File: src/hdl/mrrf_pkg.sv
// mrrf_pkg: constants, types and row helpers of the mesh relay route finder
// used by mrrf_row_mem, mesh_relay_route_finder, mrrf_route_checker and tb_top; depends on nothing
`timescale 1ns / 1ps

package mrrf_pkg;

  // node and level geometry
  localparam int MAX_NODES   = 16;
  localparam int NODE_W      = 4;
  localparam int LEVELS      = 4;
  localparam int LEVEL_W     = (LEVELS > 1) ? $clog2(LEVELS) : 1;
  localparam int ROW_W       = LEVELS * MAX_NODES;
  localparam int CNT_W       = 5;
  localparam int LOSS_W      = 8;
  localparam int WORD_W      = 32;
  localparam int BYTE_W      = 8;
  localparam int HOPS_W      = 3;

  // loss thresholds, strictest level highest
  localparam int LOSS_TOP    = 120;
  localparam int LOSS_BOTTOM = 60;
  localparam int LOSS_STEP   = (LOSS_TOP - LOSS_BOTTOM) / LEVELS;
  localparam int TOP_PASS    = (LEVELS >= 2) ? LEVELS - 2 : 0;

  // hop counts reported in route_nodes
  localparam logic [HOPS_W-1:0] HOPS_NONE  = 3'd0;
  localparam logic [HOPS_W-1:0] HOPS_TWO   = 3'd2;
  localparam logic [HOPS_W-1:0] HOPS_THREE = 3'd3;
  localparam logic [HOPS_W-1:0] HOPS_FOUR  = 3'd4;

  localparam logic MODE_LINK  = 1'b0;
  localparam logic MODE_ROUTE = 1'b1;

  typedef logic [ROW_W-1:0]     row_t;
  typedef logic [MAX_NODES-1:0] mask_t;
  typedef logic [NODE_W-1:0]    node_t;
  typedef logic [LEVEL_W-1:0]   level_t;

  typedef enum logic [3:0] {
    S_IDLE,
    S_WA,
    S_WB,
    S_QAB,
    S_TWO,
    S_SCAN,
    S_KCHK,
    S_KCAP,
    S_DONE
  } state_t;

  // access request from the sequencer to the row store
  typedef struct packed {
    node_t rd0_addr;
    node_t rd1_addr;
    logic  we;
    node_t waddr;
    row_t  wdata;
  } mem_req_t;

  typedef struct packed {
    logic  hit;
    node_t relay;
  } match_t;

  // one level's neighbor row out of a node's word
  function automatic mask_t level_row(input row_t row, input int lev);
    level_row = row[lev*MAX_NODES +: MAX_NODES];
  endfunction

  // hide nodes outside the live count, whole row if the owner is outside
  function automatic row_t mask_row(input row_t row, input mask_t vmask, input logic keep);
    row_t res;
    res = '0;
    for (int l = 0; l < LEVELS; l++) begin
      res[l*MAX_NODES +: MAX_NODES] = keep ? (row[l*MAX_NODES +: MAX_NODES] & vmask) : '0;
    end
    mask_row = res;
  endfunction

  // set or clear one neighbor bit at every level by loss threshold
  function automatic row_t update_row(input row_t row, input node_t nb,
                                      input logic [LOSS_W-1:0] loss);
    row_t res;
    logic ok;
    res = row;
    for (int l = 0; l < LEVELS; l++) begin
      ok = (loss != '0) && (int'(loss) < (LOSS_TOP - l * LOSS_STEP));
      res[l*MAX_NODES + int'(nb)] = ok;
    end
    update_row = res;
  endfunction

  // strictest level at or above the pass with a shared neighbor, lowest relay
  function automatic match_t best_match(input row_t r1, input row_t r2, input level_t pass);
    match_t res;
    mask_t  c;
    logic   done;
    res  = '0;
    done = 1'b0;
    for (int l = LEVELS - 1; l >= 0; l--) begin
      c = level_row(r1, l) & level_row(r2, l);
      if (!done && (l >= int'(pass)) && (c != '0)) begin
        done    = 1'b1;
        res.hit = 1'b1;
        for (int b = MAX_NODES - 1; b >= 0; b--) begin
          if (c[b]) begin
            res.relay = NODE_W'(b);
          end
        end
      end
    end
    best_match = res;
  endfunction

  // neighbor test at a given pass level
  function automatic logic linked(input row_t row, input level_t pass, input node_t nb);
    mask_t m;
    m = row[int'(pass)*MAX_NODES +: MAX_NODES];
    linked = m[nb];
  endfunction

  function automatic logic [BYTE_W-1:0] node_byte(input node_t n);
    node_byte = {{(BYTE_W-NODE_W){1'b0}}, n};
  endfunction

endpackage

File: src/hdl/mrrf_row_mem.sv
// mrrf_row_mem: per-node neighbor rows, all levels in one word
// two registered read ports, one write port, row valid bits cleared by reset; uses mrrf_pkg
`timescale 1ns / 1ps

module mrrf_row_mem (
  input  logic              clk,
  input  logic              rst_n,
  input  mrrf_pkg::mem_req_t req,
  output mrrf_pkg::row_t    rd0_data,
  output mrrf_pkg::row_t    rd1_data
);

  mrrf_pkg::row_t                 mem [mrrf_pkg::MAX_NODES];
  logic [mrrf_pkg::MAX_NODES-1:0] valid_r;
  mrrf_pkg::row_t                 rd0_q_r;
  mrrf_pkg::row_t                 rd1_q_r;
  logic                           rd0_vld_r;
  logic                           rd1_vld_r;

  // array write and registered reads
  always_ff @(posedge clk) begin
    if (req.we) begin
      mem[req.waddr] <= req.wdata;
    end
    rd0_q_r <= mem[req.rd0_addr];
    rd1_q_r <= mem[req.rd1_addr];
  end

  // row valid bits, a never written row reads as empty
  always_ff @(posedge clk) begin
    if (!rst_n) begin
      valid_r   <= '0;
      rd0_vld_r <= 1'b0;
      rd1_vld_r <= 1'b0;
    end else begin
      if (req.we) begin
        valid_r[req.waddr] <= 1'b1;
      end
      rd0_vld_r <= valid_r[req.rd0_addr];
      rd1_vld_r <= valid_r[req.rd1_addr];
    end
  end

  assign rd0_data = rd0_vld_r ? rd0_q_r : '0;
  assign rd1_data = rd1_vld_r ? rd1_q_r : '0;

endmodule

File: src/hdl/mesh_relay_route_finder.sv
// mesh_relay_route_finder: link writes and route search over the neighbor row store
// depends on mrrf_pkg and mrrf_row_mem
//
//  channel  direction  handshake          payload
//  in       input      in_valid/in_stall  in_mode, in_node_a, in_node_b, in_link_loss
//  out      output     out_valid/out_stall out_route_found, out_route_nodes, out_route_word
//  cfg      input      cfg_valid/cfg_ready cfg_node_count
//
// a link write reads both rows, writes one, then writes the other, and gives no result
// a route request captures both endpoint rows, then, for each of up to three passes,
//   runs the two-hop test and the three-hop scan, then fetches the row of each linked
//   far-end neighbor k and scans again; the single read port steps through candidate
//   relay rows, and a finished result waits in the done step while its output is stalled
// synchronous active-low reset empties all rows and sets node_count to 16
// the next request is taken while a result held in the output register waits on out_stall
`timescale 1ns / 1ps

module mesh_relay_route_finder (
  input  logic                          clk,
  input  logic                          rst_n,
  input  logic                          in_valid,
  output logic                          in_stall,
  input  logic                          in_mode,
  input  logic [mrrf_pkg::NODE_W-1:0]   in_node_a,
  input  logic [mrrf_pkg::NODE_W-1:0]   in_node_b,
  input  logic [mrrf_pkg::LOSS_W-1:0]   in_link_loss,
  output logic                          out_valid,
  input  logic                          out_stall,
  output logic                          out_route_found,
  output logic [mrrf_pkg::HOPS_W-1:0]   out_route_nodes,
  output logic [mrrf_pkg::WORD_W-1:0]   out_route_word,
  input  logic                          cfg_valid,
  output logic                          cfg_ready,
  input  logic [mrrf_pkg::CNT_W-1:0]    cfg_node_count
);

  localparam mrrf_pkg::node_t LAST_NODE = mrrf_pkg::NODE_W'(mrrf_pkg::MAX_NODES - 1);
  localparam mrrf_pkg::node_t FIRST_NODE = mrrf_pkg::NODE_W'(1);

  mrrf_pkg::state_t   state_r, state_nxt;
  mrrf_pkg::mem_req_t mem_req;
  mrrf_pkg::row_t     rd0_data, rd1_data;

  logic [mrrf_pkg::CNT_W-1:0] node_count_r;
  logic [mrrf_pkg::CNT_W-1:0] live;
  mrrf_pkg::mask_t            vmask;

  // request and search registers
  mrrf_pkg::node_t            a_r, a_nxt, b_r, b_nxt;
  logic [mrrf_pkg::LOSS_W-1:0] loss_r, loss_nxt;
  mrrf_pkg::row_t             ra_r, ra_nxt, rb_r, rb_nxt, rk_r, rk_nxt, wb_r, wb_nxt;
  mrrf_pkg::level_t           p_r, p_nxt;
  mrrf_pkg::node_t            sc_r, sc_nxt, ev_j_r, ev_j_nxt, k_r, k_nxt;
  logic                       ev_v_r, ev_v_nxt, iss_done_r, iss_done_nxt, four_r, four_nxt;

  // result staging and output register
  logic                        res_found_r, res_found_nxt;
  logic [mrrf_pkg::HOPS_W-1:0] res_nodes_r, res_nodes_nxt;
  logic [mrrf_pkg::WORD_W-1:0] res_word_r, res_word_nxt;
  logic                        out_valid_r, out_valid_nxt;
  logic                        out_found_r, out_found_nxt;
  logic [mrrf_pkg::HOPS_W-1:0] out_nodes_r, out_nodes_nxt;
  logic [mrrf_pkg::WORD_W-1:0] out_word_r, out_word_nxt;

  logic              in_acc;
  mrrf_pkg::match_t m_two, m_scan;
  mrrf_pkg::row_t    row_j, scan_target;
  logic              scan_hit;

  mrrf_row_mem u_row_mem (
    .clk      (clk),
    .rst_n    (rst_n),
    .req      (mem_req),
    .rd0_data (rd0_data),
    .rd1_data (rd1_data)
  );

  // live node count and its neighbor mask
  always_comb begin
    live = (node_count_r > mrrf_pkg::CNT_W'(mrrf_pkg::MAX_NODES))
           ? mrrf_pkg::CNT_W'(mrrf_pkg::MAX_NODES) : node_count_r;
    for (int i = 0; i < mrrf_pkg::MAX_NODES; i++) begin
      vmask[i] = mrrf_pkg::CNT_W'(i) < live;
    end
  end

  // configuration register
  assign cfg_ready = 1'b1;
  always_ff @(posedge clk) begin
    if (!rst_n) begin
      node_count_r <= mrrf_pkg::CNT_W'(mrrf_pkg::MAX_NODES);
    end else if (cfg_valid && cfg_ready) begin
      node_count_r <= cfg_node_count;
    end
  end

  assign in_stall = (state_r != mrrf_pkg::S_IDLE);
  assign in_acc   = in_valid && !in_stall;

  // match units for the two-hop test and the relay scan
  always_comb begin
    row_j       = mrrf_pkg::mask_row(rd0_data, vmask, {1'b0, ev_j_r} < live);
    scan_target = four_r ? rk_r : rb_r;
    m_two       = mrrf_pkg::best_match(ra_r, rb_r, p_r);
    m_scan      = mrrf_pkg::best_match(row_j, scan_target, p_r);
    scan_hit    = ev_v_r && mrrf_pkg::linked(ra_r, p_r, ev_j_r) && m_scan.hit;
  end

  // sequencer: next state, memory accesses and search bookkeeping
  always_comb begin
    state_nxt     = state_r;
    a_nxt         = a_r;
    b_nxt         = b_r;
    loss_nxt      = loss_r;
    ra_nxt        = ra_r;
    rb_nxt        = rb_r;
    rk_nxt        = rk_r;
    wb_nxt        = wb_r;
    p_nxt         = p_r;
    sc_nxt        = sc_r;
    ev_j_nxt      = ev_j_r;
    ev_v_nxt      = ev_v_r;
    iss_done_nxt  = iss_done_r;
    four_nxt      = four_r;
    k_nxt         = k_r;
    res_found_nxt = res_found_r;
    res_nodes_nxt = res_nodes_r;
    res_word_nxt  = res_word_r;
    mem_req       = '0;
    mem_req.rd0_addr = a_r;
    mem_req.rd1_addr = b_r;

    case (state_r)
      mrrf_pkg::S_IDLE: begin
        mem_req.rd0_addr = in_node_a;
        mem_req.rd1_addr = in_node_b;
        if (in_acc) begin
          a_nxt    = in_node_a;
          b_nxt    = in_node_b;
          loss_nxt = in_link_loss;
          if (in_mode == mrrf_pkg::MODE_ROUTE) begin
            state_nxt = mrrf_pkg::S_QAB;
          end else if (in_node_a != in_node_b) begin
            state_nxt = mrrf_pkg::S_WA;
          end
        end
      end

      // write the first node's row, hold the second
      mrrf_pkg::S_WA: begin
        mem_req.we    = 1'b1;
        mem_req.waddr = a_r;
        mem_req.wdata = mrrf_pkg::update_row(rd0_data, b_r, loss_r);
        wb_nxt        = mrrf_pkg::update_row(rd1_data, a_r, loss_r);
        state_nxt     = mrrf_pkg::S_WB;
      end

      mrrf_pkg::S_WB: begin
        mem_req.we    = 1'b1;
        mem_req.waddr = b_r;
        mem_req.wdata = wb_r;
        state_nxt     = mrrf_pkg::S_IDLE;
      end

      // capture endpoint rows
      mrrf_pkg::S_QAB: begin
        ra_nxt    = mrrf_pkg::mask_row(rd0_data, vmask, {1'b0, a_r} < live);
        rb_nxt    = mrrf_pkg::mask_row(rd1_data, vmask, {1'b0, b_r} < live);
        p_nxt     = mrrf_pkg::LEVEL_W'(mrrf_pkg::TOP_PASS);
        state_nxt = mrrf_pkg::S_TWO;
      end

      // two-hop test, else start the three-hop scan
      mrrf_pkg::S_TWO: begin
        if (m_two.hit) begin
          res_found_nxt = 1'b1;
          res_nodes_nxt = mrrf_pkg::HOPS_TWO;
          res_word_nxt  = {16'h0000, mrrf_pkg::node_byte(b_r),
                           mrrf_pkg::node_byte(m_two.relay)};
          state_nxt     = mrrf_pkg::S_DONE;
        end else begin
          sc_nxt       = FIRST_NODE;
          ev_v_nxt     = 1'b0;
          iss_done_nxt = 1'b0;
          four_nxt     = 1'b0;
          state_nxt    = mrrf_pkg::S_SCAN;
        end
      end

      // relay scan over first hops j, each row read issued the cycle before its test
      mrrf_pkg::S_SCAN: begin
        mem_req.rd0_addr = sc_r;
        if (!iss_done_r) begin
          ev_j_nxt = sc_r;
          ev_v_nxt = 1'b1;
          sc_nxt   = sc_r + 1'b1;
          if (sc_r == LAST_NODE) begin
            iss_done_nxt = 1'b1;
          end
        end else begin
          ev_v_nxt = 1'b0;
        end
        if (scan_hit) begin
          res_found_nxt = 1'b1;
          if (four_r) begin
            res_nodes_nxt = mrrf_pkg::HOPS_FOUR;
            res_word_nxt  = {mrrf_pkg::node_byte(b_r), mrrf_pkg::node_byte(k_r),
                             mrrf_pkg::node_byte(m_scan.relay), mrrf_pkg::node_byte(ev_j_r)};
          end else begin
            res_nodes_nxt = mrrf_pkg::HOPS_THREE;
            res_word_nxt  = {8'h00, mrrf_pkg::node_byte(b_r),
                             mrrf_pkg::node_byte(m_scan.relay), mrrf_pkg::node_byte(ev_j_r)};
          end
          state_nxt = mrrf_pkg::S_DONE;
        end else if (ev_v_r && (ev_j_r == LAST_NODE)) begin
          if (!four_r) begin
            four_nxt  = 1'b1;
            k_nxt     = FIRST_NODE;
            state_nxt = mrrf_pkg::S_KCHK;
          end else if (k_r != LAST_NODE) begin
            k_nxt     = k_r + 1'b1;
            state_nxt = mrrf_pkg::S_KCHK;
          end else if (p_r == '0) begin
            res_found_nxt = 1'b0;
            res_nodes_nxt = mrrf_pkg::HOPS_NONE;
            res_word_nxt  = '0;
            state_nxt     = mrrf_pkg::S_DONE;
          end else begin
            p_nxt     = p_r - 1'b1;
            state_nxt = mrrf_pkg::S_TWO;
          end
        end
      end

      // next far-end neighbor k, fetch its row if linked
      mrrf_pkg::S_KCHK: begin
        mem_req.rd0_addr = k_r;
        if (mrrf_pkg::linked(rb_r, p_r, k_r)) begin
          state_nxt = mrrf_pkg::S_KCAP;
        end else if (k_r != LAST_NODE) begin
          k_nxt = k_r + 1'b1;
        end else if (p_r == '0) begin
          res_found_nxt = 1'b0;
          res_nodes_nxt = mrrf_pkg::HOPS_NONE;
          res_word_nxt  = '0;
          state_nxt     = mrrf_pkg::S_DONE;
        end else begin
          p_nxt     = p_r - 1'b1;
          state_nxt = mrrf_pkg::S_TWO;
        end
      end

      mrrf_pkg::S_KCAP: begin
        rk_nxt       = mrrf_pkg::mask_row(rd0_data, vmask, {1'b0, k_r} < live);
        sc_nxt       = FIRST_NODE;
        ev_v_nxt     = 1'b0;
        iss_done_nxt = 1'b0;
        state_nxt    = mrrf_pkg::S_SCAN;
      end

      // hand the result to the output register once it is free
      mrrf_pkg::S_DONE: begin
        if (!out_valid_r || !out_stall) begin
          state_nxt = mrrf_pkg::S_IDLE;
        end
      end

      default: begin
        state_nxt = mrrf_pkg::S_IDLE;
      end
    endcase
  end

  // output register
  always_comb begin
    out_valid_nxt = out_valid_r;
    out_found_nxt = out_found_r;
    out_nodes_nxt = out_nodes_r;
    out_word_nxt  = out_word_r;
    if (out_valid_r && !out_stall) begin
      out_valid_nxt = 1'b0;
    end
    if ((state_r == mrrf_pkg::S_DONE) && (!out_valid_r || !out_stall)) begin
      out_valid_nxt = 1'b1;
      out_found_nxt = res_found_r;
      out_nodes_nxt = res_nodes_r;
      out_word_nxt  = res_word_r;
    end
  end

  // control registers
  always_ff @(posedge clk) begin
    if (!rst_n) begin
      state_r     <= mrrf_pkg::S_IDLE;
      out_valid_r <= 1'b0;
      ev_v_r      <= 1'b0;
      iss_done_r  <= 1'b0;
      four_r      <= 1'b0;
      p_r         <= '0;
    end else begin
      state_r     <= state_nxt;
      out_valid_r <= out_valid_nxt;
      ev_v_r      <= ev_v_nxt;
      iss_done_r  <= iss_done_nxt;
      four_r      <= four_nxt;
      p_r         <= p_nxt;
    end
  end

  // payload registers
  always_ff @(posedge clk) begin
    a_r         <= a_nxt;
    b_r         <= b_nxt;
    loss_r      <= loss_nxt;
    ra_r        <= ra_nxt;
    rb_r        <= rb_nxt;
    rk_r        <= rk_nxt;
    wb_r        <= wb_nxt;
    sc_r        <= sc_nxt;
    ev_j_r      <= ev_j_nxt;
    k_r         <= k_nxt;
    res_found_r <= res_found_nxt;
    res_nodes_r <= res_nodes_nxt;
    res_word_r  <= res_word_nxt;
    out_found_r <= out_found_nxt;
    out_nodes_r <= out_nodes_nxt;
    out_word_r  <= out_word_nxt;
  end

  assign out_valid       = out_valid_r;
  assign out_route_found = out_found_r;
  assign out_route_nodes = out_nodes_r;
  assign out_route_word  = out_word_r;

  // row store is written only by the two link write steps
  a_we_states: assert property (@(posedge clk) disable iff (!rst_n)
    mem_req.we |-> (state_r == mrrf_pkg::S_WA || state_r == mrrf_pkg::S_WB))
    else $error("row write outside link write steps");

  // a new result appears only out of the done step
  a_out_source: assert property (@(posedge clk) disable iff (!rst_n)
    $rose(out_valid_r) |-> $past(state_r == mrrf_pkg::S_DONE))
    else $error("result loaded without a finished search");

  // found flag agrees with the hop count
  a_found_nodes: assert property (@(posedge clk) disable iff (!rst_n)
    out_valid_r |-> (out_found_r == (out_nodes_r != mrrf_pkg::HOPS_NONE)))
    else $error("route_found and route_nodes disagree");

  // pass level never above the first pass
  a_pass_range: assert property (@(posedge clk) disable iff (!rst_n)
    state_r != mrrf_pkg::S_IDLE |-> p_r <= mrrf_pkg::LEVEL_W'(mrrf_pkg::TOP_PASS))
    else $error("pass level out of range");

  // scan never tests node zero as a first hop
  a_scan_first: assert property (@(posedge clk) disable iff (!rst_n)
    (state_r == mrrf_pkg::S_SCAN && ev_v_r) |-> ev_j_r != '0)
    else $error("relay scan reached node zero");

endmodule

File: config.mk
export PLATFORM = sky130hd
export DESIGN_NAME = mesh_relay_route_finder
export DESIGN_NICKNAME = d
export VERILOG_FILES = /design/src/hdl/mrrf_pkg.sv /design/src/hdl/mrrf_row_mem.sv /design/src/hdl/mesh_relay_route_finder.sv
export SDC_FILE = /design/constraint.sdc
export NUM_CORES = 2
export LEC_CHECK = 0
export BUFFER_PORTS_ARGS = -buffer_cell sky130_fd_sc_hd__buf_2
export CORE_MARGIN = 2
export CORE_UTILIZATION = 45
export CTS_CLUSTER_DIAMETER = 100
export DETAILED_ROUTE_END_ITERATION = 10
export PLACE_DENSITY = 0.66
export REMOVE_ABC_BUFFERS = 1
export SLEW_MARGIN = 40
export SYNTH_ARGS = -nofsm -noshare
export SYNTH_HDL_FRONTEND = slang
export SYNTH_HIERARCHICAL = 1
export SYNTH_SLANG_ARGS = --single-unit
File: constraint.sdc
create_clock -name clk -period 14.4 [get_ports clk]
set_input_delay 0.72 -clock clk [delete_from_list [all_inputs] [get_ports clk]]
set_output_delay 0.72 -clock clk [all_outputs]
set_load 0.03 [all_outputs]
==> results.cfg <==
[clocking]
cts_sinks = 1541
postCtsResizedCells = 0
cts_root_buffer = clkbuf_16
clkLatencyLatePin_ns = 0.82
cts_tree = built
path_clk_slew_ns = 0.06
clockBufferDepth = 3
cts_made_buffers = 160
cts_hold_buffers = 0
h-tree-depth = 4
post_cts_buffers = 0

[synth]
yosysSeqAreaShare_pct = 62.9
syn-cell-area_um2 = 71100
synth-seq-cells = 1541
ys.flop_type = edfxtp_1
yosys.area.top_type_share_pct = 58.3
async_reset_ff_share_pct = 0
synth_cell_types = 90
yosys.area.top_type = edfxtp_1
syn_inst = 4317
synthTopCellsByArea = edfxtp_1 (58%), mux4_2 (18%), dfxtp_1 (4.5%)
synth_edf_count = 1380
yosysMostFrequentCell = edfxtp_1
syn_area_per_cell_um2 = 16.5
synth_common_cells = edfxtp_1 (1380), mux4_2 (555), nand2_1 (343), a22oi_1 (286), clkbuf_1 (185)
yosys_warnings = 6

[worst_hold_path]
worstHoldPathType = in2reg
hold_path_startpoint = in_link_loss[2]
min_to = loss_r[2]$_DFFE_PP_
hold_depth = 1

[floorplanning]
fp.coreArea_um2 = 157000
fp.dieW_um = 401
dieArea_um2 = 161000
die_h_um = 401
rows = 145
io_pins = 66
initial_utilization_pct = 45.4

[finish]
synthToLayoutAreaGrowth_pct = 12.3
layout-drive-gt1-share_pct = 27.6
finalNonFillerCells = 6594
final_cell_area_um2 = 79800
final_nets = 4443
final_util_pct = 51.0

[setup_path]
reg2reg_depth = 9
worstReg2RegStart = state_r[1]$_SDFFE_PN0P_
path_max_fanout = 34
start_kind = flop
arrival_ns = 5.28
reg2reg_slack_ns = 9.55
path_class = reg2reg
end_kind = flop
worstPathRequired_ns = 14.82
worst_r2r_endpoint = u_row_mem/mem[13][59]$_DFFE_PP_

[sta]
drv_slew = 0
maxSlewHeadroom_pct = 35.2
finalCritPeriodShare_pct = 33.7
worstMarginPinSlew_ns = 0.966
fmax_mhz = 206
whs_ns = 0.0912
period_needed_ns = 4.85
finalSetupViolations = 0
clock_skew_ns = 0.0357
hold_viol = 0
timing.final.ws_setup_ns = 9.55
rsz0062_at_grt = false
setup_tns_ns = 0

[detailed_routing]
wl_um = 206000
first_iter_violations = 5433
drt-pass1-iter-count = 7
avgRoutedWirePerCell_um = 31.3
drtAntennaViolNets = 0
num_vias = 43400
drc = 0
via_per_inst = 6.58

[power_and_ir_drop]
leakagePower_nw = 26.8
power.share.clock_pct = 32.2
power_frac_comb_pct = 26.3
ir_worst_vdd_uv = 145
pwr-share-seq_pct = 41.5
p_sw_share_pct = 30.0
power.density_nw_per_um2 = 169
fin_total_pwr_mw = 13.5
switchingPower_mw = 4.03
p_int_mw = 9.43

[global_route]
grt_util_all_layers_pct = 25.5
grt_max_degree = 101
grt_pass1_vias = 43000
grt_pass1_wl_um = 300000
grt_overflow = 0
antenna_found_initial = 1

[placed_design]
hpwl_um = 124000
place_congestion = 0.998
pre_cts_ws_ns = 9.58
placed_area_um2 = 74200
portBuffers = 64
placed_cells = 6292

[flow_run]
maxCapViolCount = 0

[run_status]
status = finished clean
-- placed cells by master, fill, tap and decap left out, drive strengths merged, types with 7 or more instances in the layout --
cell type and instances:
and3 158, clkinv 39, a22o 17, mux2 115
buf 232, a22oi 286, mux2i 88, or2 18
o211ai 31, a211oi 7, clkinvlp 16, clkbuf 218
inv 31, a31oi 20, bufinv 22, o31ai 8
a21oi 40, edfxtp 1380, o21a 33, nand4 20
nand2b 23, nand3b 11, dfxtp 161, nand3 47
a222oi 8, mux4 555, o21ai 126, nor2b 12
ha 17, and2 163, nor3 45, nand2 343
nor2 122
-- critical path: stages, from the launching register on --
cell and delay (ns):
dfxtp_1 0.51, nand2b_1 0.23, or3_2 0.15, buf_4 0.40
clkinv_2 0.68, a22o_1 0.57, nand2b_1 0.38, nor2_4 0.15
buf_4 0.56, buf_4 0.70
-- per-layer routing --
metal	GRT usage, %	wire length, um
met1	35.5	82700
met2	40.0	96300
met3	5.01	19800
met4	9.06	7290
met5	0	13
-- final cells by class --
cell class	count	area, um^2
inverters	28	106
diodes	1	2.50
clock inverters	80	1120
fillers	12500	76800
repair buffers	232	1820
flip-flops and latches	1541	44700
clock buffers	218	4400
well taps	2058	2570
multi-input cells	2436	25100
-- worst max-delay path by stage --
stage                       startpoint                              end  slack (ns)  depth (start not counted)
2_1_floorplan  state_r[2]$_SDFFE_PN0P_   u_row_mem/rd1_vld_r$_SDFF_PN0_      -21.85                          5
3_3_place_gp   state_r[2]$_SDFFE_PN0P_    u_row_mem/rd0_q_r[54]$_DFF_P_        9.23                         10
5_1_grt        state_r[2]$_SDFFE_PN0P_    u_row_mem/rd0_q_r[42]$_DFF_P_        9.23                         11
4_1_cts        state_r[1]$_SDFFE_PN0P_  u_row_mem/mem[13][57]$_DFFE_PP_        9.54                          9
3_5_place_dp   state_r[1]$_SDFFE_PN0P_   u_row_mem/mem[13][9]$_DFFE_PP_        9.58                          9
6_report       state_r[1]$_SDFFE_PN0P_  u_row_mem/mem[13][59]$_DFFE_PP_        9.55                          9
-- registers in the layout, indices dropped and copies added, names as in the netlist, 5 cells and up --
name               count
u_row_mem/valid_r     16
wb_r                  64
u_row_mem/mem       1024
rk_r                  64
ra_r                  64
node_count_r           5
rb_r                  64
loss_r                 8
out_route_word        32
u_row_mem/rd0_q_r     64
u_row_mem/rd1_q_r     64
res_word_r            32
-- power by group through the flow --
stage               Combinational (mW)  Sequential, mW  Clock [mW]
detailed placement                3.50            5.67           0
global placement                  3.44            5.67           0
finish                            3.54            5.59        4.33
floorplan                         4.22            5.62           0
CTS                               3.51            5.59        4.38
global route                      3.75            5.61        4.55
-- kinds of logic after synthesis --
family,synth area share (%)
flip-flops,62.9
AND/OR/NAND/NOR,6.97
multiplexers,20.7
AO/OA/AOI/OAI,6.79
buffers and inverters,2.34
adder cells (fa/ha/maj),0.299
XOR/XNOR,0.0863
other,0.00528
Note: power is estimated with default switching activity, not from simulation.
